## config.mk

```make
export PLATFORM = sky130hd
export DESIGN_NAME = websocket_frame_deframer_unit_flat
export DESIGN_NICKNAME = d
export VERILOG_FILES = /design/src/wsdf_pkg.sv /design/src/wsdf_ifs.sv /design/src/wsdf_parser.sv /design/src/wsdf_out_reg.sv /design/src/websocket_frame_deframer_unit.sv /design/src/flat_wrapper.sv
export SDC_FILE = /design/constraint.sdc
export NUM_CORES = 1
export LEC_CHECK = 0
export BUFFER_PORTS_ARGS = -buffer_cell sky130_fd_sc_hd__clkbuf_2
export CAP_MARGIN = 20
export CORE_MARGIN = 2
export CORE_UTILIZATION = 35
export DETAILED_ROUTE_END_ITERATION = 16
export GPL_TIMING_DRIVEN = 0
export HOLD_SLACK_MARGIN = 0.12
export MAX_ROUTING_LAYER = met4
export SKIP_CTS_REPAIR_TIMING = 1
export SLEW_MARGIN = 20
export SYNTH_ARGS = -nofsm -noshare
export SYNTH_HDL_FRONTEND = slang
export SYNTH_SLANG_ARGS = --single-unit
```

## constraint.sdc

```tcl
create_clock -name clk -period 5.79 [get_ports clk]
set_input_delay 1.158 -clock clk [delete_from_list [all_inputs] [get_ports clk]]
set_output_delay 1.158 -clock clk [all_outputs]
set_load 0.02 [all_outputs]
```

## src/wsdf_pkg.sv

```systemverilog
package wsdf_pkg;

	// Parser phases. The halted phase holds after an error until reset.
	typedef enum logic [2:0] {
		PH_HDR0,
		PH_HDR1,
		PH_EXT16,
		PH_EXT64,
		PH_MASK,
		PH_PAYLOAD,
		PH_HALT
	} phase_t;

	localparam logic [1:0] KIND_HEADER  = 2'd0;
	localparam logic [1:0] KIND_PAYLOAD = 2'd1;
	localparam logic [1:0] KIND_ERROR   = 2'd2;

	localparam logic ERR_FRAGMENTED = 1'b0;
	localparam logic ERR_TOO_LONG   = 1'b1;

	localparam logic [31:0] MAX_LEN_RESET = 32'd65536;

	localparam logic [6:0] LEN7_EXT16 = 7'd126;
	localparam logic [6:0] LEN7_EXT64 = 7'd127;

	// Counter values on the last byte of each multi-byte header field.
	localparam logic [2:0] CNT_EXT16_LAST = 3'd1;
	localparam logic [2:0] CNT_EXT64_LAST = 3'd7;
	localparam logic [2:0] CNT_MASK_LAST  = 3'd3;

	typedef struct packed {
		logic [1:0]  kind;
		logic [3:0]  opcode;
		logic [31:0] length;
		logic [7:0]  payload;
		logic        last;
		logic        err;
	} result_t;

endpackage

```

## src/wsdf_ifs.sv

```systemverilog
interface wsdf_rx_if;
	logic       valid;
	logic       ready;
	logic [7:0] stream_byte;

	modport source (output valid, output stream_byte, input ready);
	modport sink (input valid, input stream_byte, output ready);
endinterface

interface wsdf_cfg_if;
	logic        valid;
	logic        ready;
	logic [31:0] max_payload_length;

	modport source (output valid, output max_payload_length, input ready);
	modport sink (input valid, input max_payload_length, output ready);
endinterface

interface wsdf_res_if;
	logic        valid;
	logic        ready;
	logic [1:0]  result_kind;
	logic [3:0]  frame_opcode;
	logic [31:0] frame_length;
	logic [7:0]  payload_byte;
	logic        last_of_frame;
	logic        error_code;

	modport source (
		output valid, output result_kind, output frame_opcode, output frame_length,
		output payload_byte, output last_of_frame, output error_code, input ready
	);
	modport sink (
		input valid, input result_kind, input frame_opcode, input frame_length,
		input payload_byte, input last_of_frame, input error_code, output ready
	);
endinterface

```

## src/wsdf_parser.sv

```systemverilog
module wsdf_parser import wsdf_pkg::*; (
	input  logic        clk,
	input  logic        arst_n,
	input  logic        cfg_we,
	input  logic [31:0] cfg_data,
	input  logic        take,
	input  logic [7:0]  byte_in,
	output logic        emit,
	output result_t     res
);

	phase_t      phase_q, phase_d;
	logic [3:0]  opcode_q, opcode_d;
	logic        final_q, final_d;
	logic        masked_q, masked_d;
	logic [31:0] len_q, len_d;
	logic        len_hi_q, len_hi_d;
	logic [2:0]  cnt_q, cnt_d;
	logic [31:0] key_q, key_d;
	logic [31:0] remain_q, remain_d;
	logic [1:0]  midx_q, midx_d;
	logic [31:0] max_q;

	logic        len_done;
	logic        hdr_done;
	logic        err_flag;
	logic        err_code;
	logic [7:0]  key_byte;
	logic [31:0] len_shift;
	logic        hi_shift;

	always_ff @(posedge clk or negedge arst_n) begin
		if (!arst_n) begin
			phase_q  <= PH_HDR0;
			opcode_q <= '0;
			final_q  <= 1'b0;
			masked_q <= 1'b0;
			len_q    <= '0;
			len_hi_q <= 1'b0;
			cnt_q    <= '0;
			key_q    <= '0;
			remain_q <= '0;
			midx_q   <= '0;
			max_q    <= MAX_LEN_RESET;
		end else begin
			phase_q  <= phase_d;
			opcode_q <= opcode_d;
			final_q  <= final_d;
			masked_q <= masked_d;
			len_q    <= len_d;
			len_hi_q <= len_hi_d;
			cnt_q    <= cnt_d;
			key_q    <= key_d;
			remain_q <= remain_d;
			midx_q   <= midx_d;
			if (cfg_we) begin
				max_q <= cfg_data;
			end
		end
	end

	// Only the low 32 bits of the length are kept; a sticky flag records
	// that a nonzero byte was shifted out of the top.
	assign len_shift = {len_q[23:0], byte_in};
	assign hi_shift  = len_hi_q | (len_q[31:24] != 8'd0);

	always_comb begin
		unique case (midx_q)
			2'd0:    key_byte = key_q[31:24];
			2'd1:    key_byte = key_q[23:16];
			2'd2:    key_byte = key_q[15:8];
			default: key_byte = key_q[7:0];
		endcase
	end

	always_comb begin
		phase_d  = phase_q;
		opcode_d = opcode_q;
		final_d  = final_q;
		masked_d = masked_q;
		len_d    = len_q;
		len_hi_d = len_hi_q;
		cnt_d    = cnt_q;
		key_d    = key_q;
		remain_d = remain_q;
		midx_d   = midx_q;
		len_done = 1'b0;
		hdr_done = 1'b0;
		err_flag = 1'b0;
		err_code = ERR_FRAGMENTED;
		emit     = 1'b0;
		res      = '{kind: KIND_HEADER, opcode: opcode_q, length: '0,
			payload: '0, last: 1'b0, err: 1'b0};

		if (take) begin
			unique case (phase_q)
				PH_HDR0: begin
					final_d  = byte_in[7];
					opcode_d = byte_in[3:0];
					phase_d  = PH_HDR1;
				end
				PH_HDR1: begin
					if (!final_q) begin
						err_flag = 1'b1;
						err_code = ERR_FRAGMENTED;
					end else begin
						masked_d = byte_in[7];
						key_d    = '0;
						cnt_d    = '0;
						len_hi_d = 1'b0;
						len_d    = '0;
						if (byte_in[6:0] == LEN7_EXT16) begin
							phase_d = PH_EXT16;
						end else if (byte_in[6:0] == LEN7_EXT64) begin
							phase_d = PH_EXT64;
						end else begin
							len_d    = {25'd0, byte_in[6:0]};
							len_done = 1'b1;
						end
					end
				end
				PH_EXT16, PH_EXT64: begin
					len_d    = len_shift;
					len_hi_d = hi_shift;
					if (cnt_q == ((phase_q == PH_EXT16) ? CNT_EXT16_LAST : CNT_EXT64_LAST)) begin
						len_done = 1'b1;
					end else begin
						cnt_d = cnt_q + 3'd1;
					end
				end
				PH_MASK: begin
					key_d = {key_q[23:0], byte_in};
					if (cnt_q == CNT_MASK_LAST) begin
						cnt_d    = '0;
						hdr_done = 1'b1;
					end else begin
						cnt_d = cnt_q + 3'd1;
					end
				end
				PH_PAYLOAD: begin
					remain_d = remain_q - 32'd1;
					midx_d   = midx_q + 2'd1;
					if (remain_d == 32'd0) begin
						phase_d = PH_HDR0;
					end
					emit        = 1'b1;
					res.kind    = KIND_PAYLOAD;
					res.payload = byte_in ^ key_byte;
					res.last    = (remain_d == 32'd0);
				end
				PH_HALT: begin
				end
				default: begin
					phase_d = PH_HDR0;
				end
			endcase

			// The length is complete: check it, then read the key or finish.
			if (len_done) begin
				cnt_d = '0;
				if (len_hi_d || (len_d > max_q)) begin
					err_flag = 1'b1;
					err_code = ERR_TOO_LONG;
				end else if (masked_d) begin
					phase_d = PH_MASK;
				end else begin
					hdr_done = 1'b1;
				end
			end

			if (hdr_done) begin
				remain_d   = len_d;
				midx_d     = '0;
				phase_d    = (len_d == 32'd0) ? PH_HDR0 : PH_PAYLOAD;
				emit       = 1'b1;
				res.kind   = KIND_HEADER;
				res.length = len_d;
				res.last   = (len_d == 32'd0);
			end

			if (err_flag) begin
				phase_d = PH_HALT;
				emit    = 1'b1;
				res     = '{kind: KIND_ERROR, opcode: opcode_q, length: '0,
					payload: '0, last: 1'b0, err: err_code};
			end
		end
	end

endmodule

```

## src/wsdf_out_reg.sv

```systemverilog
module wsdf_out_reg import wsdf_pkg::*; (
	input  logic    clk,
	input  logic    arst_n,
	input  logic    emit,
	input  result_t res,
	output logic    can_take,
	wsdf_res_if.source out
);

	logic    valid_q;
	result_t data_q;

	assign can_take = !valid_q || out.ready;

	always_ff @(posedge clk or negedge arst_n) begin
		if (!arst_n) begin
			valid_q <= 1'b0;
		end else if (can_take) begin
			valid_q <= emit;
		end
	end

	always_ff @(posedge clk) begin
		if (can_take && emit) begin
			data_q <= res;
		end
	end

	assign out.valid         = valid_q;
	assign out.result_kind   = data_q.kind;
	assign out.frame_opcode  = data_q.opcode;
	assign out.frame_length  = data_q.length;
	assign out.payload_byte  = data_q.payload;
	assign out.last_of_frame = data_q.last;
	assign out.error_code    = data_q.err;

endmodule

```

## src/websocket_frame_deframer_unit.sv

```systemverilog
// WebSocket frame receiver. The rx channel carries the connection stream one
// byte per word. The parser reads the two header bytes, an optional 16-bit or
// 64-bit extended length and an optional 4-byte mask key, and then passes the
// payload through, unmasked. The res channel carries one word per header
// (kind 0, with length and opcode), one per payload byte (kind 1, marked last
// on the final byte) and at most one error word (kind 2).
// Latency: a result word is valid in the cycle after the byte that causes it
// is accepted. Throughput: one byte per clock, limited only by the single
// output register, which refills in the same cycle that it is drained.
// When the receiver stalls, rx.ready drops as soon as a result is held, so no
// word is lost; bytes that produce no result still need that register free.
// The cfg channel is always ready and sets the largest allowed payload length;
// write it only while the block is idle.
// Reset (arst_n low) returns the parser to the first header byte, clears the
// output register and sets the length limit to 65536. After an error every
// byte is accepted and dropped until the next reset.
module websocket_frame_deframer_unit import wsdf_pkg::*; (
	input  logic clk,
	input  logic arst_n,
	wsdf_cfg_if.sink   cfg,
	wsdf_rx_if.sink    rx,
	wsdf_res_if.source res
);

	logic    can_take;
	logic    take;
	logic    emit;
	result_t result;

	// Configuration writes are taken in any cycle.
	assign cfg.ready = 1'b1;

	// A byte is accepted whenever the output register is free or draining.
	assign rx.ready = can_take;
	assign take     = rx.valid && can_take;

	// Header and payload parsing; all per-byte work is combinational.
	wsdf_parser u_parser (
		.clk      (clk),
		.arst_n   (arst_n),
		.cfg_we   (cfg.valid),
		.cfg_data (cfg.max_payload_length),
		.take     (take),
		.byte_in  (rx.stream_byte),
		.emit     (emit),
		.res      (result)
	);

	// Result register that separates the parser from the receiver.
	wsdf_out_reg u_out_reg (
		.clk      (clk),
		.arst_n   (arst_n),
		.emit     (emit),
		.res      (result),
		.can_take (can_take),
		.out      (res)
	);

endmodule

```

## src/flat_wrapper.sv

```systemverilog
// flat-port wrapper written by rule: the top's interface ports become plain ports
module websocket_frame_deframer_unit_flat import wsdf_pkg::*;
  (clk, arst_n, cfg_valid, cfg_max_payload_length, cfg_ready, rx_valid, rx_stream_byte, rx_ready, res_valid, res_result_kind, res_frame_opcode, res_frame_length, res_payload_byte, res_last_of_frame, res_error_code, res_ready);
  wsdf_cfg_if cfg_i ();
  wsdf_rx_if rx_i ();
  wsdf_res_if res_i ();
  input  logic clk;
  input  logic arst_n;
  input wire logic [$bits(cfg_i.valid)-1:0] cfg_valid;
  input wire logic [$bits(cfg_i.max_payload_length)-1:0] cfg_max_payload_length;
  output wire logic [$bits(cfg_i.ready)-1:0] cfg_ready;
  input wire logic [$bits(rx_i.valid)-1:0] rx_valid;
  input wire logic [$bits(rx_i.stream_byte)-1:0] rx_stream_byte;
  output wire logic [$bits(rx_i.ready)-1:0] rx_ready;
  output wire logic [$bits(res_i.valid)-1:0] res_valid;
  output wire logic [$bits(res_i.result_kind)-1:0] res_result_kind;
  output wire logic [$bits(res_i.frame_opcode)-1:0] res_frame_opcode;
  output wire logic [$bits(res_i.frame_length)-1:0] res_frame_length;
  output wire logic [$bits(res_i.payload_byte)-1:0] res_payload_byte;
  output wire logic [$bits(res_i.last_of_frame)-1:0] res_last_of_frame;
  output wire logic [$bits(res_i.error_code)-1:0] res_error_code;
  input wire logic [$bits(res_i.ready)-1:0] res_ready;
  assign cfg_i.valid = cfg_valid;
  assign cfg_i.max_payload_length = cfg_max_payload_length;
  assign cfg_ready = cfg_i.ready;
  assign rx_i.valid = rx_valid;
  assign rx_i.stream_byte = rx_stream_byte;
  assign rx_ready = rx_i.ready;
  assign res_valid = res_i.valid;
  assign res_result_kind = res_i.result_kind;
  assign res_frame_opcode = res_i.frame_opcode;
  assign res_frame_length = res_i.frame_length;
  assign res_payload_byte = res_i.payload_byte;
  assign res_last_of_frame = res_i.last_of_frame;
  assign res_error_code = res_i.error_code;
  assign res_i.ready = res_ready;
  websocket_frame_deframer_unit u_core (.clk(clk), .arst_n(arst_n), .cfg(cfg_i), .rx(rx_i), .res(res_i));
endmodule
```

-- Word level (Yosys, flattened, before mapping)
Cells that the tools add are included.
- logic and storage cells: 132
- bits in registers: 192
- input bits: 45
- output and inout bits: 51
- bitwise operators: 5
- $add $sub $neg: 3
- $lt $le $gt $ge: 1
- equality and inequality tests: 15
- multiplexer cells: 65
- reduce and logical (&&, ||, !) cells: 24
- operators by type and width (kind ; number):
    $mux W32 ; 6
    $pmux W32 S2 ; 2
    $logic_not A32 Y1 ; 2
    $mux W48 ; 1
    $mux W46 ; 1
    $mux W3 ; 15
    $gt A32 B32 Y1 ; 1
    $sub A32 B1 Y32 const B ; 1
    $mux W1 ; 29
    $pmux W8 S3 ; 1
    $eq A7 B7 Y1 const B ; 2
    $mux W7 ; 2
    $pmux W3 S4 ; 1
    $eq A3 B2 Y1 const B ; 3
    $eq A3 B3 Y1 const B ; 3
    $mux W9 ; 1
    $pmux W3 S3 ; 1
    $reduce_or A3 Y1 ; 3
    $reduce_bool A8 Y1 ; 1
    $xor A8 B8 Y8 ; 1
    $mux W2 ; 3
    $ne A3 B3 Y1 const B ; 2
    $reduce_and A3 Y1 ; 2
    $pmux W1 S2 ; 2
    other kinds (20) ; 27

-- Depth between registers and ports, before layout
- depth in word-level cells: 15
- depth in mapped cells: 18

-- Hierarchy
Synthesis repeated with hierarchy kept, for this count alone.
- cell total of the unflattened synthesis: 1051
- area total of the unflattened synthesis: 10164.7 µm²
- modules (own cells, without submodules) (module ; instances ; cells each ; area an instance (µm²)):
    wsdf_parser ; 1 ; 996 ; 8652.0
    wsdf_out_reg ; 1 ; 52 ; 1495.2
    websocket_frame_deframer_unit ; 1 ; 3 ; 17.5

-- Worst setup path after synthesis
Ideal clock, no wire load.
- kind: input to register
- start: in rx_stream_byte[3]
- end: reg u_core.u_out_reg.data_q, in the netlist u_core.u_out_reg.out.error_code, enable pin
- arrival: 4.232 ns
- path buffers: 0
- slack: 1.174 ns
- required time: 5.406 ns
- stages on the path: 14
- cells stage by stage: nand4_1 -> nor2_1 -> o21ai_1 -> a22oi_1 -> inv_1 -> ha_1 -> nand4_1 -> nor4_1 -> nand2b_1 -> a31oi_1 -> nor3_1 -> a32oi_1 -> a21oi_1 -> or2_2
- word-level cells in the longest chain between the ends: 15
- elaborated cells between the ends (all ways): 24
- classes of those cells: 1 x order compare; 2 x eq/ne; 19 x mux; 2 x reduce/logical
- RTL lines (element ; RTL line ; RTL):
    start: declaration ; flat_wrapper.sv:13 ; input wire logic [$bits(rx_i.stream_byte)-1:0] rx_stream_byte;
    $eq A7 B7 Y1 ; wsdf_parser.sv:114 ; end else if (byte_in[6:0] == LEN7_EXT64) begin
    $mux W7 ; wsdf_parser.sv:114 ;
    $mux W7 ; wsdf_parser.sv:112 ; if (byte_in[6:0] == LEN7_EXT16) begin
    $mux W32 ; wsdf_parser.sv:103 ; if (!final_q) begin
    $pmux W32 S2 ; wsdf_parser.sv:96 ; unique case (phase_q)
    $mux W32 ; wsdf_parser.sv:95 ; if (take) begin
    $gt A32 B32 Y1 ; wsdf_parser.sv:161 ; if (len_hi_d || (len_d > max_q)) begin
    $logic_or A1 B1 Y1 ; wsdf_parser.sv:161 ;
    $mux W1 ; wsdf_parser.sv:161 ;
    $mux W1 ; wsdf_parser.sv:159 ; if (len_done) begin
    $mux W1 ; wsdf_parser.sv:95 ;
    $mux W1 ; wsdf_parser.sv:171 ; if (hdr_done) begin
    $mux W1 (*) ; wsdf_parser.sv:181 ; if (err_flag) begin
    $mux W1 (*) ; wsdf_parser.sv:95 ;
    $logic_and A1 B1 Y1 (*) ; wsdf_out_reg.sv:24 ; if (can_take && emit) begin
    end signal: assignment ; wsdf_out_reg.sv:25 ; data_q <= res;
    end: declaration ; wsdf_out_reg.sv:11 ; result_t data_q;
Mark *: on every way between the ends. The rest lies on a longest branch, timed or not. The select of a mux whose other input is x is not followed.
A chain may end at the register's enable or synchronous reset.

-- Worst setup path after layout
- start: reg u_core.u_parser.phase_q[1]
- end: reg u_core.u_parser.remain_q[31]
- word-level cells in the longest chain between the ends: 11
- elaborated cells between the ends (all ways): 27
- classes of those cells: 1 x order compare; 6 x eq/ne; 16 x mux; 4 x reduce/logical
- RTL lines (element ; RTL line ; RTL):
    start: declaration ; wsdf_parser.sv:12 ; phase_t phase_q, phase_d;
    start signal: assignment ; wsdf_parser.sv:46 ; phase_q <= phase_d;
    $eq A3 B2 Y1 (on tied branches) ; wsdf_parser.sv:96, wsdf_parser.sv:125 ;
    $reduce_or A2 Y1 ; wsdf_parser.sv:96 ;
    $pmux W32 S2 ; wsdf_parser.sv:96 ;
    $mux W32 ; wsdf_parser.sv:95 ;
    $gt A32 B32 Y1 ; wsdf_parser.sv:161 ;
    $logic_or A1 B1 Y1 ; wsdf_parser.sv:161 ;
    $mux W1 ; wsdf_parser.sv:161 ;
    $mux W1 ; wsdf_parser.sv:159 ;
    $mux W1 ; wsdf_parser.sv:95 ;
    $reduce_bool A2 Y1 (no line) ; n/a ;
    $reduce_and A2 Y1 (no line) ; n/a ;
    end signal: assignment ; wsdf_parser.sv:54 ; remain_q <= remain_d;
    end: declaration ; wsdf_parser.sv:20 ; logic [31:0] remain_q, remain_d;
Several ways; a longest one is shown, not always the timed one. The select of a mux whose other input is x is not followed.

==> summary.md <==
| Metric | Value |
|---|---|
| H-tree depth | 4 |
| Vias | 8452 |
| CTS Buf Count | 17 |
| Synth Register Bits | 192 |
| Syn Inst Count | 1011 |
| Headroom to the max-slew limit | 26.37% |
| Max-cap viol count | 0 |
| First-pass DRT Iterations | 6 |
| Hold_ws | 0.4515 ns |
| Initial DRC count | 943 |
| Ranking of synthesized cells by area | dfrtp_1 36%, edfxtp_1 15%, ha_1 5.2%, o21ai_0 4.3%, nand2_1 4.1% |
| Hold Vio Cnt, Final | 0 |
| Post-Synth XOR/XNOR Area | 1.502% |
| DRT Wirelength | 29460 um |
| Crit path DAT | 5.78 ns |
| HP Start | u_core.u_parser.opcode_q[1] |
| Fin. max-slew vios | 0 |
| EDFF count, synth | 48 |
| Share of layout cells above drive strength 1 | 14.07% |
| Clock tree buffer depth | 2 |
| Final Cycle Share | 94.66% |
| Post-synthesis adder-cell area fraction | 5.176% |
| Max rail drop VDD | 0.0002415 V |
| Die Wd | 172.3 um |
| Dominant cell type by area after synthesis | dfrtp_1 |
| Worst r2r src | u_core.u_parser.phase_q[1] |
| Clock latency at the later pin of the worst-skew pair | 0.45 ns |
| Crit Path Category | reg2reg |
| Synth warnings | 0 |
| Simple-gate share of the synthesized area | 15.54% |
| Critical Path Source | u_core.u_parser.phase_q[1] |
| Net Count, Synth | 1097 |
| Largest family of logic cells by synthesized area | compound AO/OA/AOI/OAI gates |
| Chip height | 172.3 um |
| Mux contribution to synthesized area | 0.6691% |
| Worst Hold Class | reg2reg |
| Synth cell types | 70 |
| Synth Area in Compound Gates | 20.49% |
| Drt drc | 0 |
| IO Port Bufs | 93 |
| Fmax | 182.5 MHz |
| Async set-reset flop share out of synthesis | 75.00% |
| Pleak | 5.092 nW |
| Post-DP HPWL | 20940 um |
| Post-route antenna net violation count | 0 |
| CTS root buf | clkbuf_16 |
| Layout area overhead | 16.63% |
| Clock sinks | 192 |
| Post-synth top area share | 36.11% |
| GPL Wtd Cong | 0.9276 |
| Initial antenna violation count | 0 |
| Die ar. | 29680 um2 |
| PwrDens | 512.0 nW/um2 |
| Final setup violation count | 0 |
| Grt total ovfl | 0 |
| Worst Max-Slew Pin Slew | 1.099 ns |
| Status | completed |
| First-pass GRT wire length | 44620 um |
| Per-cell routed wire length | 19.33 um |
| Vias in the first global route | 7912 |
| Num rows | 61 |
| Total GRT Usage | 20.57% |
| Starting Density | 35.58% |
| Sequential cell area fraction in the yosys report | 50.92% |
| Final net count | 1217 |
| I/O pin count | 96 |
| Setup TNS | 0 ns |
| Largest net degree at the start of global routing | 75 |
| Max FO, Critical Path | 10 |
| Via-to-Cell Ratio | 5.546 |
| CP required | 6.09 ns |
| CTS clk-pin slew, worst paths | 0.08 ns |
| Core ar. | 27860 um2 |
| Setup crit start kind | register |
| Minimum clock period | 5.481 ns |
| Mapped Avg Cell Area | 9.803 um2 |
| Worst setup EP type | register |
| Area of the mapped netlist | 9911 um2 |
| TritonCTS clock tree | done |
| Post-synth top flop | dfrtp_1 |
| Worst-case clock skew | 0.01512 ns |
-- worst max-delay path, stage by stage (launching register included) --
cell,delay (ns)
dfrtp_1,0.46
and4bb_4,0.46
nor2_4,0.09
buf_6,0.15
buf_6,0.15
a22oi_1,0.68
inv_1,0.10
ha_1,0.33
nand4_1,0.15
nor4_1,0.44
nand2b_1,0.11
a31oi_1,0.42
nor3_1,0.19
a32oi_1,0.32
clkbuf_1,0.45
buf_1,0.51
a21oi_1,0.13
a2bb2oi_1,0.16
-- cell usage in the layout (no fill, tap or decap), types with 7 or more instances in the layout --
cell type and count:
xor2_1 7, dfrtp_1 143, ha_1 41, nand3_1 10
o22a_1 10, o21a_1 7, nor2_1 84, clkbuf_16 18
a31oi_1 10, edfxtp_1 48, a222oi_1 8, and3b_1 7
a21oi_1 37, nor3_1 21, clkbuf_1 46, o21ai_0 86
a22oi_2 9, a22o_1 43, nand2_1 109, and3_1 10
a2bb2oi_1 13, nor4_1 18, nand4_1 20, o22ai_1 9
xnor2_1 10, clkbuf_2 92, a21o_1 8, a22oi_1 21
inv_1 81, buf_4 9
-- logic make-up after synthesis --
kind of cell / count (synthesis)
AO/OA/AOI/OAI: 296
XOR/XNOR: 17
other: 1
adder cells (fa/ha/maj): 41
AND/OR/NAND/NOR: 318
buffers and inverters: 140
multiplexers: 6
flip-flops: 192
-- routing by layer --
| layer | vias to the layer above | GRT usage (%) | part of all wire (%) |
|---|---|---|---|
| met5 | - | - | 0 |
| li1 | 3919 | - | - |
| met2 | 346 | 30.94 | 46 |
| met4 | 0 | 7.855 | 2.6 |
| met1 | 4133 | 27.77 | 44 |
| met3 | 54 | 3.662 | 7.2 |
-- cell type report --
type	instances	area [um2]
repair buffers	100	546.8
well taps	378	473.0
inverters	81	304.0
flip-flops and latches	192	5046
plain buffers	59	257.7
fillers	2753	16300
clock inverters	13	123.9
multi-input cells	680	4348
clock buffers	19	454.2
diodes	2	5.005
-- path summary, 6_finish.rpt --
kind	end	slack, ns	depth (start not counted)
max	u_core.u_parser.remain_q[31]	0.31	17
min	u_core.u_out_reg.out.frame_opcode[1]	0.45	0
max reg2reg	u_core.u_parser.remain_q[31]	0.31	17
min reg2reg	u_core.u_out_reg.out.frame_opcode[1]	0.45	0
max in group asynchronous	u_core.u_parser.max_q[16]	4.25	2
min in group asynchronous	u_core.u_out_reg.out.valid	0.73	1
-- state kept, by name (all words and copies together) (netlist names) --
name,flops
u_core.u_parser.remain_q,32
u_core.u_out_reg.out.last_of_frame,1
u_core.u_parser.masked_q,1
u_core.u_out_reg.out.error_code,1
u_core.u_parser.len_q,32
u_core.u_out_reg.out.result_kind,2
u_core.u_parser.cnt_q,3
u_core.u_parser.len_hi_q,1
u_core.u_parser.midx_q,2
u_core.u_parser.final_q,1
u_core.u_out_reg.out.frame_opcode,4
u_core.u_parser.max_q,32
u_core.u_parser.key_q,32
u_core.u_parser.opcode_q,4
u_core.u_out_reg.out.valid,1
u_core.u_out_reg.out.frame_length,32
u_core.u_out_reg.out.payload_byte,8
u_core.u_parser.phase_q,3
-- Yosys cell counts (10+ instances only) --
| master | number |
|---|---|
| a22oi_1 | 27 |
| o22a_1 | 10 |
| nor4_1 | 18 |
| o21ai_0 | 86 |
| nor2_1 | 84 |
| a21oi_1 | 38 |
| ha_1 | 41 |
| dfrtp_1 | 143 |
| edfxtp_1 | 48 |
| a2bb2oi_1 | 13 |
| a31oi_1 | 10 |
| nor3_1 | 21 |
| nand2_1 | 109 |
| and3_1 | 10 |
| xnor2_1 | 10 |
| clkbuf_1 | 45 |
| inv_1 | 81 |
| nand4_1 | 20 |
| a22o_1 | 43 |
| nand3_1 | 10 |
-- power by group --
part,total (mW),leakage [nW],internal (mW),switching (mW)
Combinational,2.53,2.59,0.905,1.62
Clock,1.18,0.272,0.626,0.559
Sequential,2.20,2.23,1.83,0.370
-- per-stage QoR --
stage	instance area, um2	utilization, %	instances	setup WS (ns)	power [mW]
after global placement	10850	38.94	1482	-0.8805	4.588
after floorplan	9911	-	1011	1.174	3.756
after CTS	11460	41.15	1515	-0.3575	5.826
after global routing	11550	41.47	1522	-0.001439	6.266
after detailed placement	10890	39.07	1483	-0.8169	4.633
final	11560	41.49	1524	0.3092	5.918
Power figures use the tool's default switching activity.
